`src/sv/ppyr_pkg.sv`:
```
`default_nettype none

package ppyr_pkg;

  // Palette geometry.
  localparam int PALETTE_DEPTH = 256;
  localparam int ADDR_W        = $clog2(PALETTE_DEPTH);
  localparam int INDEX_W       = 8;
  localparam int CNT_W         = 9;
  localparam int CHAN_W        = 8;
  localparam int ENTRY_W       = 4 * CHAN_W;

  // Stream payload widths.
  localparam int S_DATA_W = INDEX_W + ENTRY_W;
  localparam int M_DATA_W = 4 * CHAN_W;

  // Configuration port.
  localparam int CFG_INDEX_W = 1;
  localparam int CFG_DATA_W  = CNT_W;

  localparam logic [CFG_INDEX_W-1:0] REG_OUTPUT_MODE = 1'b0;
  localparam logic [CFG_INDEX_W-1:0] REG_ENTRY_COUNT = 1'b1;

  localparam logic MODE_YUVA = 1'b0;
  localparam logic MODE_RGBA = 1'b1;

  localparam logic ACT_WRITE = 1'b0;
  localparam logic ACT_PIXEL = 1'b1;

  localparam logic [CNT_W-1:0] ENTRY_COUNT_RESET = CNT_W'(PALETTE_DEPTH);

  // Fixed-point color conversion (10 fractional bits).
  localparam int FX_SHIFT = 10;
  localparam int YOFF_W   = 10;
  localparam int COEF_W   = 13;
  localparam int PROD_W   = 21;
  localparam int SUM_W    = 23;

  localparam logic signed [YOFF_W-1:0] Y_OFFSET   = 10'sd16;
  localparam logic signed [COEF_W-1:0] K_Y        = 13'sd1192;
  localparam logic signed [COEF_W-1:0] K_CR_R     = 13'sd1634;
  localparam logic signed [COEF_W-1:0] K_CB_G     = 13'sd401;
  localparam logic signed [COEF_W-1:0] K_CR_G     = 13'sd832;
  localparam logic signed [COEF_W-1:0] K_CB_B     = 13'sd2066;
  localparam logic signed [SUM_W-1:0]  ROUND_HALF = 23'sd512;

  // One palette entry, luma in the lowest byte.
  typedef struct packed {
    logic [CHAN_W-1:0] alpha;
    logic [CHAN_W-1:0] cr;
    logic [CHAN_W-1:0] cb;
    logic [CHAN_W-1:0] luma;
  } entry_t;

  // Control that travels with a pixel down the pipeline.
  typedef struct packed {
    logic valid;
    logic skip;
    logic rgb;
  } pix_ctrl_t;

  // Floor shift by FX_SHIFT, then saturate to 0..255.
  function automatic logic [CHAN_W-1:0] clamp_chan(input logic signed [SUM_W-1:0] s);
    logic [CHAN_W-1:0] res;
    if (s < 0) begin
      res = '0;
    end else if (|s[SUM_W-1:FX_SHIFT+CHAN_W]) begin
      res = '1;
    end else begin
      res = s[FX_SHIFT+CHAN_W-1:FX_SHIFT];
    end
    return res;
  endfunction

endpackage

`default_nettype wire

```
`src/sv/ppyr_csc.sv`:
```
`default_nettype none

module ppyr_csc (
  input  logic                          clk,
  input  logic                          rst,
  input  logic                          en,
  input  ppyr_pkg::pix_ctrl_t           in_ctrl,
  input  ppyr_pkg::entry_t              in_entry,
  output ppyr_pkg::pix_ctrl_t           out_ctrl,
  output logic [ppyr_pkg::M_DATA_W-1:0] out_data
);

  import ppyr_pkg::*;

  pix_ctrl_t                 ctrl;
  entry_t                    entry;
  logic signed [PROD_W-1:0]  ys;
  logic signed [PROD_W-1:0]  cr_r;
  logic signed [PROD_W-1:0]  cb_g;
  logic signed [PROD_W-1:0]  cr_g;
  logic signed [PROD_W-1:0]  cb_b;

  logic signed [YOFF_W-1:0]  y_off;
  logic signed [CHAN_W-1:0]  cb_s;
  logic signed [CHAN_W-1:0]  cr_s;
  logic signed [SUM_W-1:0]   r_sum;
  logic signed [SUM_W-1:0]   g_sum;
  logic signed [SUM_W-1:0]   b_sum;
  logic [CHAN_W-1:0]         red;
  logic [CHAN_W-1:0]         green;
  logic [CHAN_W-1:0]         blue;

  // Subtracting 128 from an 8-bit code is a flip of its top bit.
  assign y_off = $signed({2'b00, in_entry.luma}) - Y_OFFSET;
  assign cb_s  = $signed({~in_entry.cb[CHAN_W-1], in_entry.cb[CHAN_W-2:0]});
  assign cr_s  = $signed({~in_entry.cr[CHAN_W-1], in_entry.cr[CHAN_W-2:0]});

  always_ff @(posedge clk) begin
    if (rst) begin
      ctrl <= '0;
    end else if (en) begin
      ctrl <= in_ctrl;
    end
  end

  always_ff @(posedge clk) begin
    if (en) begin
      entry <= in_entry;
      ys    <= PROD_W'(y_off) * PROD_W'(K_Y);
      cr_r  <= PROD_W'(cr_s) * PROD_W'(K_CR_R);
      cb_g  <= PROD_W'(cb_s) * PROD_W'(K_CB_G);
      cr_g  <= PROD_W'(cr_s) * PROD_W'(K_CR_G);
      cb_b  <= PROD_W'(cb_s) * PROD_W'(K_CB_B);
    end
  end

  assign r_sum = SUM_W'(ys) + SUM_W'(cr_r) + ROUND_HALF;
  assign g_sum = SUM_W'(ys) - SUM_W'(cb_g) - SUM_W'(cr_g) + ROUND_HALF;
  assign b_sum = SUM_W'(ys) + SUM_W'(cb_b) + ROUND_HALF;

  assign red   = clamp_chan(r_sum);
  assign green = clamp_chan(g_sum);
  assign blue  = clamp_chan(b_sum);

  always_comb begin
    if (ctrl.skip) begin
      out_data = '0;
    end else if (ctrl.rgb) begin
      out_data = {entry.alpha, blue, green, red};
    end else begin
      out_data = entry;
    end
  end

  assign out_ctrl = ctrl;

endmodule

`default_nettype wire

```
`config.mk`:
```
export PLATFORM = sky130hd
export DESIGN_NAME = ppyr_csc
export DESIGN_NICKNAME = d
export VERILOG_FILES = /design/src/sv/ppyr_pkg.sv /design/src/sv/ppyr_csc.sv
export SDC_FILE = /design/constraint.sdc
export NUM_CORES = 1
export LEC_CHECK = 0
export ABC_AREA = 1
export BUFFER_PORTS_ARGS = -buffer_cell sky130_fd_sc_hd__buf_2
export CAP_MARGIN = 20
export CORE_MARGIN = 5
export CORE_UTILIZATION = 30
export DETAILED_ROUTE_END_ITERATION = 10
export HOLD_SLACK_MARGIN = 0.02
export SLEW_MARGIN = 20
export SYNTH_ARGS = -nofsm -noshare
export SYNTH_HDL_FRONTEND = slang
export SYNTH_SLANG_ARGS = --single-unit
export TNS_END_PERCENT = 100
```
`constraint.sdc`:
```
create_clock -name clk -period 9.4 [get_ports clk]
set_input_delay 2.82 -clock clk [delete_from_list [all_inputs] [get_ports clk]]
set_output_delay 2.82 -clock clk [all_outputs]
set_load 0.02 [all_outputs]
```
Word level (Yosys, flattened, before mapping)
Cells that the tools add are included.
{"block": "word_totals", "ff_bits": 123, "out_inout_bits": 35}
{"block": "classes", "n_lt_le_gt_ge": 3, "mul": 5, "n_mux": 8, "n_reduce_logical": 3, "n_bitwise": 2, "add_sub_neg": 8}
{"operator": "$lt A23 B1 Y1 const B", "count": 3}
{"operator": "$mux W8", "count": 6}
{"operator": "$add A22 B11 Y23 const B", "count": 2}
{"operator": "$mux W32", "count": 1}
{"operator": "$mux W24", "count": 1}
{"operator": "$add A23 B11 Y23 const B", "count": 1}
{"operator": "$sub A22 B19 Y23", "count": 1}
{"operator": "$add A21 B20 Y22", "count": 1}
{"operator": "$add A21 B21 Y22", "count": 1}
{"operator": "$sub A21 B18 Y22", "count": 1}
{"operator": "$mul A8 B12 Y20 const B", "count": 1}
{"operator": "$mul A8 B11 Y19 const B", "count": 1}
{"operator": "$mul A8 B10 Y18 const B", "count": 1}
{"operator": "$mul A9 B9 Y18 const B", "count": 1}
{"operator": "$reduce_or A5 Y1", "count": 3}
{"operator": "$mul A8 B5 Y13 const B", "count": 1}
{"operator": "$sub A8 B5 Y9 const B", "count": 1}
{"operator": "$not A1 Y1", "count": 2}

Depth between registers and ports, before layout
Gate-level depths: netlist (run 1).
{"block": "depth", "depth_word": 8, "depth_mapped": 20, "depth_no_buf": 20}

Worst setup path after synthesis (run 1)
OpenSTA, ideal clock, no wires.
{"block": "synth_timing", "path_kind": "input -> register", "from": "input in_entry[4] (netlist name)", "to": "register ys[20] (data pin)", "stages": 19, "n_path_buf": 0, "setup_slack_ns": 2.706, "setup_ns": 0.267, "t_arrival_ns": 6.427, "cell_sequence": "inv_1 > ha_1 > nand3_1 > inv_1 > ha_1 > ha_1 > inv_1 > fa_1 > fa_1 > inv_1 > ha_1 > nand3b_1 > a21oi_1 > nor2_1 > o21ai_0 > a21oi_1 > nor2_1 > nor2_1 > xor2_1"}
{"block": "synth_between", "elab_chain_cells": 2}
{"item": "start, declared", "line_no": "ppyr_csc.sv:8", "source": "input ppyr_pkg::entry_t in_entry,"}
{"item": "$sub A8 B5 Y9", "line_no": "ppyr_csc.sv:34", "source": "assign y_off = $signed({2'b00, in_entry.luma}) - Y_OFFSET;"}
{"item": "$mul A9 B9 Y18", "line_no": "ppyr_csc.sv:49", "source": "ys <= PROD_W'(y_off) * PROD_W'(K_Y);"}
{"item": "end signal, assigned", "line_no": "ppyr_csc.sv:49"}
{"item": "end, declared", "line_no": "ppyr_csc.sv:17", "source": "logic signed [PROD_W-1:0] ys;"}
No other way between the ends.
A chain may end at the register's enable or synchronous reset.

Final worst setup path (run 1)
Same ends and word-level chain as after synthesis.

==> results of run 1 <==
[per-layer routing]
layer / up-vias / GRT usage / routed length (um)
li1: 5194 / - / -
met1: 4640 / 0.194 / 15700
met2: 174 / 0.221 / 14400
met3: 36 / 0.0137 / 1120
met4: 0 / 0.0481 / 800
met5: - / 0 / 0
[worst min-delay path by stage]
stage                            from          end  cells past startpoint
after floorplan           out_ctrl[2]  out_ctrl[2]                      2
after global placement    out_ctrl[2]  out_ctrl[2]                      2
after detailed placement  out_ctrl[2]  out_ctrl[2]                      2
after CTS                 out_ctrl[2]  out_ctrl[2]                      2
after global routing      out_ctrl[2]  out_ctrl[2]                      2
final                     out_ctrl[2]  out_ctrl[2]                      2
[cell type report]
class | count | area (um2)
fill | 4448 | 28600
timing repair buffer | 74 | 378
inverter | 285 | 1070
clock inverter | 6 | 62.6
sequential | 108 | 3210
tap | 585 | 732
multi-input combinational | 1128 | 8760
clock buffer | 10 | 229
[logic make-up (layout without fill, tap and decap cells)]
| kind of cell | Yosys count | in the layout |
|---|---|---|
| xor gates and xnor gates | 80 | 80 |
| buffers and inverters | 291 | 375 |
| and+or+nand+nor | 507 | 507 |
| DFF | 108 | 108 |
| AOI/OAI and AO/OA | 196 | 196 |
| adders and majority gates | 345 | 345 |
[synth_stat cells, types with 4 or more instances]
cell	instances	area share
a21o_1	9	0.0052
nand2_1	279	0.080
edfxtp_1	105	0.24
o21ai_1	11	0.0042
nand4_1	17	0.0081
clkbuf_1	6	0.0017
o21bai_1	8	0.0046
xor2_1	55	0.037
nand3b_1	7	0.0040
a21oi_1	120	0.046
o21ai_0	29	0.011
inv_1	283	0.081
nor3_1	8	0.0031
nor2_4	5	0.0043
xnor2_1	25	0.017
nor2_1	104	0.030
and2_1	4	0.0019
ha_1	284	0.27
nand3_1	63	0.024
nand2_2	6	0.0029
fa_1	61	0.093
[flip-flops by register name, indices dropped and copies added, names as in the netlist]
signal,cells
cb_b,17
cb_g,14
cr_g,11
cr_r,15
entry,32
out_ctrl,3
ys,16
[report_power, final]
| group | switching (mW) | leakage [nW] | internal, mW |
|---|---|---|---|
| logic | 2.07 | 6.20 | 1.19 |
| clock network | 0.182 | 0.139 | 0.207 |
| registers | 0.109 | 1.05 | 0.688 |
| total | 2.36 | 7.39 | 2.08 |
[worst register-to-register path: stages (launching register included)]
cell      delay [ps]
dfxtp_1          320
inv_2            480
a211oi_1         150
[per-stage QoR]
step | setup WS, ps | power [mW] | util | std cells
after floorplan | 2710 | 3.23 | - | 1527
after global placement | 2280 | 4.05 | 0.329 | 2180
after detailed placement | 2050 | 4.06 | 0.329 | 2180
after CTS | 2460 | 4.48 | 0.335 | 2196
after global routing | 2210 | 4.96 | 0.335 | 2196
final | 2450 | 4.45 | 0.335 | 2196
==> out/qor_table.md, run 1 <==
| Result | Reported |
| --- | --- |
| Synthesized area per cell | 8.56 um2 |
| Final routed DRC violation total | 0 |
| Flip-flop cell with the highest count after synthesis | edfxtp_1 |
| EDFF count, synth | 105 |
| Initial Utilization | 0.303 |
| Launching element of the worst setup path | in_entry[4] |
| Number of synthesis warnings | 0 |
| Arrival time of the worst setup path | 7060 ps |
| Required time of the critical path | 9510 ps |
| Maximum number of buffers from clock root to sink | 2 |
| Routed length per placed instance | 14.5 um |
| Net Count, Synth | 1,910 |
| Top-Level Pins | 73 |
| Clock tree from TritonCTS | built |
| Crit path buffers/inverters | 5 |
| Vias | 10,000 |
| Proportion of synthesized chip area in sequential cells | 0.246 |
| Number of setup violations in the final report | 0 |
| Number of max-slew violations in the final report | 0 |
| Worst reg2reg path startpoint | out_ctrl[0] |
| TritonCTS sink count | 108 |
| Root Driver | clkbuf_16 |
| Worst setup skew after layout | 0 ps |
| Drt total wl | 31,900 um |
| Cell area after synthesis | 13,100 um2 |
| Worst hold slack | 473 ps |
| Most frequent cells in the layout | ha_1, inv_1, nand2_1 |
| Mux contribution to synthesized area | 0 |
| Final design area excluding fillers | 14,400 um2 |
| Setup fix buffers added after clock tree synthesis | 0 |
| Via-per-instance ratio | 4.57 |
| R2R Setup Slk | 8300 ps |
| Post-detailed-placement cell area | 14,200 um2 |
| Ordered cell list for the critical path | buf_2 -> inv_1 -> ha_1 -> nand3_1 -> inv_1 -> ha_1 -> ha_1 -> inv_1 -> fa_1 -> fa_1 -> inv_1 -> ha_1 -> nand4_1 -> a21oi_1 -> nor2_1 -> o21ai_0 -> a21oi_1 -> nor2_1 -> nor2_1 -> xor2_1 |
| Number of buffer cells added on primary ports | 72 |
| Summed negative setup slack over all endpoints | 0 ps |
| Cell at the slowest stage of the critical path | fa_1 |
| Antenna violations before repair | 0 |
| Wire length of the first global-routing pass | 52,000 um |
| Final #Nets | 1,989 |
| CP Capture Point | ys[20] |
| Cell Rows | 76 |
| TritonCTS buffer count | 9 |
| Layout cell share with drive strength beyond 1 | 0.0714 |
| Crit path max-delay family | adder cells |
| Worst-path clk slew | 80 ps |
| GPL Wtd Cong | 0.881 |
| Hold violation count in the final report | 0 |
| Worst Max-Slew Pin Slew | 794 ps |
| Maximum fanout encountered on the critical timing path | 7 |
| Clock period minus worst slack | 6950 ps |
| Cells after synthesis | 1,527 |
| Drt initial violations | 593 |
| Largest vdd supply drop | 0.000158 V |
| Die outline area | 47,800 um2 |
| Antenna diodes | 0 |
| Worst-case headroom to the max-slew limit | 0.470 |
| Kind of critical path | in -> reg |
| Post-synthesis register bit count | 108 |
| Post-synthesis xor/xnor area fraction | 0.0536 |
| Launching element type of the critical path | primary input |
| Chip width | 219 um |
| Layout overhead on the synthesized area | 10.6% |
| Number of hold buffers added after CTS | 0 |
| Share of the clock period used by the worst path | 0.739 |
| Combinational family with the most area after synthesis | adder cells |
| Worst hold-check path type | reg -> reg |
| Post-synthesis simple-gate area fraction | 0.168 |
| RSZ-0062 raised after global routing | no |
| Synthesized-area fraction occupied by adder cells | 0.365 |
| Maximum cell stage delay along the critical path | 560 ps |
| Total grt overflow | 0 |
| Proportion of synthesized flip-flops having asynchronous set or reset | 0 |
| Clock latency of the later-clocked register in the worst-skew pair | 370 ps |
| Compound-cell area share of the yosys netlist | 0.0833 |
| Die Span Y | 219 um |
| Detailed-router iteration count before antenna repair | 5 |
| Leakage | 7.39 nW |
| Number of antenna-violating nets in the routed design | 0 |
| Outcome | complete, no violations |
| Pin count of the biggest net entering global routing | 65 |
| Aggregate global-route resource usage | 0.138 |
| Power per cell area | 308 nW/um2 |
| Most frequent standard cell in the layout excluding fill and tap cells | ha_1 |
| Vias in the first global route | 10,000 |
| Count of cell types in the netlist | 45 |
| Reg-to-reg critical path endpoint | out_ctrl[0] |
| Fmax | 144 MHz |
| Path length in cells of the critical path | 20 |
| Placeable Area | 43,100 um2 |
| Worst Setup End Kind | flip-flop |
| Number of maximum-capacitance constraint violations | 0 |
| R2R depth | 2 |
| CTS-repair resized insts | 0 |
| CTS H-tree lvls | 3 |
| Post-detail-place hpwl | 27,600 um |
No activity file was read; power rests on OpenSTA's default activity.
==> inputs of run 2 (changes only) <==
==> constraint.sdc (replaced) <==
create_clock -name clk -period 5.8 [get_ports clk]
set_input_delay 1.74 -clock clk [delete_from_list [all_inputs] [get_ports clk]]
set_output_delay 1.74 -clock clk [all_outputs]
set_load 0.02 [all_outputs]
==> out/qor_table.md, run 2 (synthesis results as in run 1) <==
| Result | Reported | Change |
| --- | --- | --- |
| Outcome | complete, no violations | unchanged |
| Number of fill cells in the layout | 4,466 | was 4,448 |
| Drt initial violations | 616 | was 593 |
| Crit path buffers/inverters | 3 | was 5 |
| Hold violation count in the final report | 0 | unchanged |
| GPL Wtd Cong | 0.905 | was 0.881 |
| Clock tree from TritonCTS | built | unchanged |
| Maximum number of buffers from clock root to sink | 2 | unchanged |
| Initial Utilization | 0.303 | unchanged |
| Number of maximum-capacitance constraint violations | 0 | unchanged |
| Worst reg2reg path startpoint | out_ctrl[0] | unchanged |
| Maximum fanout encountered on the critical timing path | 8 | was 7 |
| Vias | 10,100 | was 10,000 |
| Crit path max-delay family | adder cells | unchanged |
| Detailed-router iteration count before antenna repair | 5 | unchanged |
| Ordered cell list for the critical path | inv_1 -> fa_1 -> inv_1 -> ha_1 -> ha_1 -> a21oi_1 -> nor2_1 -> o21ai_0 -> nand2_1 -> nand2_1 -> nand3_1 -> nand2_1 -> nand2_4 -> nor2_4 -> nand2_1 -> a21oi_1 -> buf_2 | was buf_2 -> inv_1 -> ha_1 -> nand3_1 -> inv_1 -> ha_1 -> ha_1 -> inv_1 -> fa_1 -> fa_1 -> inv_1 -> ha_1 -> nand4_1 -> a21oi_1 -> nor2_1 -> o21ai_0 -> a21oi_1 -> nor2_1 -> nor2_1 -> xor2_1 |
| Layout cell share with drive strength beyond 1 | 0.0801 | was 0.0714 |
| Via-per-instance ratio | 4.56 | was 4.57 |
| Worst setup skew after layout | 0 ps | unchanged |
| Clock period minus worst slack | 5460 ps |  |
| Post-detail-place hpwl | 27,500 um | was 27,600 um |
| Start point of the worst hold path | out_ctrl[2] | unchanged |
| Worst Setup End Kind | output port | was flip-flop |
| Summed negative setup slack over all endpoints | 0 ps | unchanged |
| TritonCTS sink count | 108 | unchanged |
| Required time of the critical path | 4060 ps | was 9510 ps |
| Final routed DRC violation total | 0 | unchanged |
| Routed length per placed instance | 14.4 um | was 14.5 um |
| Number of max-slew violations in the final report | 0 | unchanged |
| Total grt overflow | 0 | unchanged |
| Setup fix buffers added after clock tree synthesis | 0 | unchanged |
| Clock latency of the later-clocked register in the worst-skew pair | 380 ps | was 370 ps |
| Worst-case headroom to the max-slew limit | 0.391 | was 0.470 |
| CTS-repair resized insts | 0 | unchanged |
| Layout overhead on the synthesized area | 11.3% | was 10.6% |
| Most frequent cells in the layout | ha_1, inv_1, nand2_1 | unchanged |
| Pin count of the biggest net entering global routing | 69 | was 65 |
| Placeable Area | 43,100 um2 | unchanged |
| Drt total wl | 31,800 um | was 31,900 um |
| Total instance count after detailed placement | 2,192 | was 2,180 |
| Hold Path Cell Cnt | 2 | unchanged |
| Largest regs | entry: 32 flops, cb_b: 17 flops, ys: 16 flops | unchanged |
| Share of the clock period used by the worst path | 0.941 |  |
| CTS H-tree lvls | 3 | unchanged |
| Leakage | 7.46 nW | was 7.39 nW |
| Worst Max-Slew Pin Slew | 913 ps | was 794 ps |
| Cell at the slowest stage of the critical path | fa_1 | unchanged |
| Number of setup violations in the final report | 0 | unchanged |
| Kind of critical path | reg -> out | was in -> reg |
| Power per cell area | 498 nW/um2 | was 308 nW/um2 |
| RSZ-0062 raised after global routing | no | unchanged |
| Maximum cell stage delay along the critical path | 540 ps | was 560 ps |
| Cell mode on critical path | nand2_1 |  |
| Die Span Y | 219 um | unchanged |
| Aggregate global-route resource usage | 0.137 | was 0.138 |
| Arrival time of the worst setup path | 3720 ps | was 7060 ps |
| Number of hold buffers added after CTS | 0 | unchanged |
| Largest Register | entry | unchanged |
| Antenna violations before repair | 0 | unchanged |
| Number of antenna-violating nets in the routed design | 0 | unchanged |
| R2R depth | 2 | unchanged |
| Worst hold-check path type | reg -> reg | unchanged |
| Path length in cells of the critical path | 17 | was 20 |
| Chip width | 219 um | unchanged |
| Most frequent standard cell in the layout excluding fill and tap cells | ha_1 | unchanged |
| Launching element of the worst setup path | ys[7] | was in_entry[4] |
| Vias in the first global route | 10,000 | about the same |
| Number of buffer cells added on primary ports | 72 | unchanged |
| Final cell count without fillers | 2,208 | was 2,196 |
| Cell Rows | 76 | unchanged |
| Top-Level Pins | 73 | unchanged |
| Antenna diodes | 0 | unchanged |
| TritonCTS buffer count | 9 | unchanged |
| Worst-path clk slew | 80 ps | about the same |
| Flip-flop count of the largest register after layout | 32 | unchanged |
| Largest vdd supply drop | 0.000291 V | was 0.000158 V |
| Die outline area | 47,800 um2 | unchanged |
| Wire length of the first global-routing pass | 51,700 um | was 52,000 um |
| Root Driver | clkbuf_16 | unchanged |
| Fmax | 183 MHz |  |
| Final #Nets | 2,001 | was 1,989 |
| Launching element type of the critical path | flip-flop | was primary input |
[run 2: cell count changes in the layout (fill, tap and decap cells not counted)]
cell        delta
buf_4         +12
clkbuf_1       -1
clkinv_1       -2
clkinv_2       +2
clkinv_4       +3
clkinvlp_4     -1
inv_6          -1
[run 2: routing by layer]
| metal | up-vias | share of wire | track usage |
|---|---|---|---|
| met3 | 34 | 0.032 | 0.0162 |
| li1 | 5227 | - | - |
| met4 | 0 | 0.024 | 0.0467 |
| met5 | - | 0 | 0 |
| met2 | 155 | 0.45 | 0.220 |
| met1 | 4655 | 0.49 | 0.191 |
[run 2: final cells by class]
| cell class | count | area (um2) | share of cell area |
|---|---|---|---|
| multi-input cells | 1128 | 8760 | 0.602 |
| flip-flops and latches | 108 | 3210 | 0.221 |
| inverters | 285 | 1070 | 0.0736 |
| well taps | 585 | 732 | 0.0503 |
| repair buffers | 86 | 468 | 0.0322 |
| clock buffers | 9 | 225 | 0.0155 |
| clock inverters | 7 | 75.1 | 0.00516 |
[run 2: worst paths after layout]
path | slack, ps | to
min | 480 | out_ctrl[2]
min reg2reg | 480 | out_ctrl[2]
max | 340 | out_data[15]
max reg2reg | 4660 | out_ctrl[0]
[run 2: worst register-to-register path: cells and delay by family (launching register included)]
kind	cells	cell delay [ps]
DFF	1	320
AOI/OAI and AO/OA	1	160
buffers and inverters	1	510
[run 2: metrics by stage]
stage          utilization  hold slack, ps  power (mW)  instance area, um2  setup WS, ps
2_1_floorplan            -             530        5.24               13100           186
3_3_place_gp         0.331             445        6.56               14200           171
3_5_place_dp         0.331             471        6.57               14200           141
4_1_cts              0.338             484        7.27               14500           312
5_1_grt              0.338             501        8.08               14500          84.4
6_report             0.338             480        7.24               14500           343
[run 2: where the power goes]
group	switching (mW)	internal (mW)	total [mW]
Combinational	3.37	1.94	5.31
Clock	0.305	0.337	0.642
Sequential	0.170	1.11	1.28
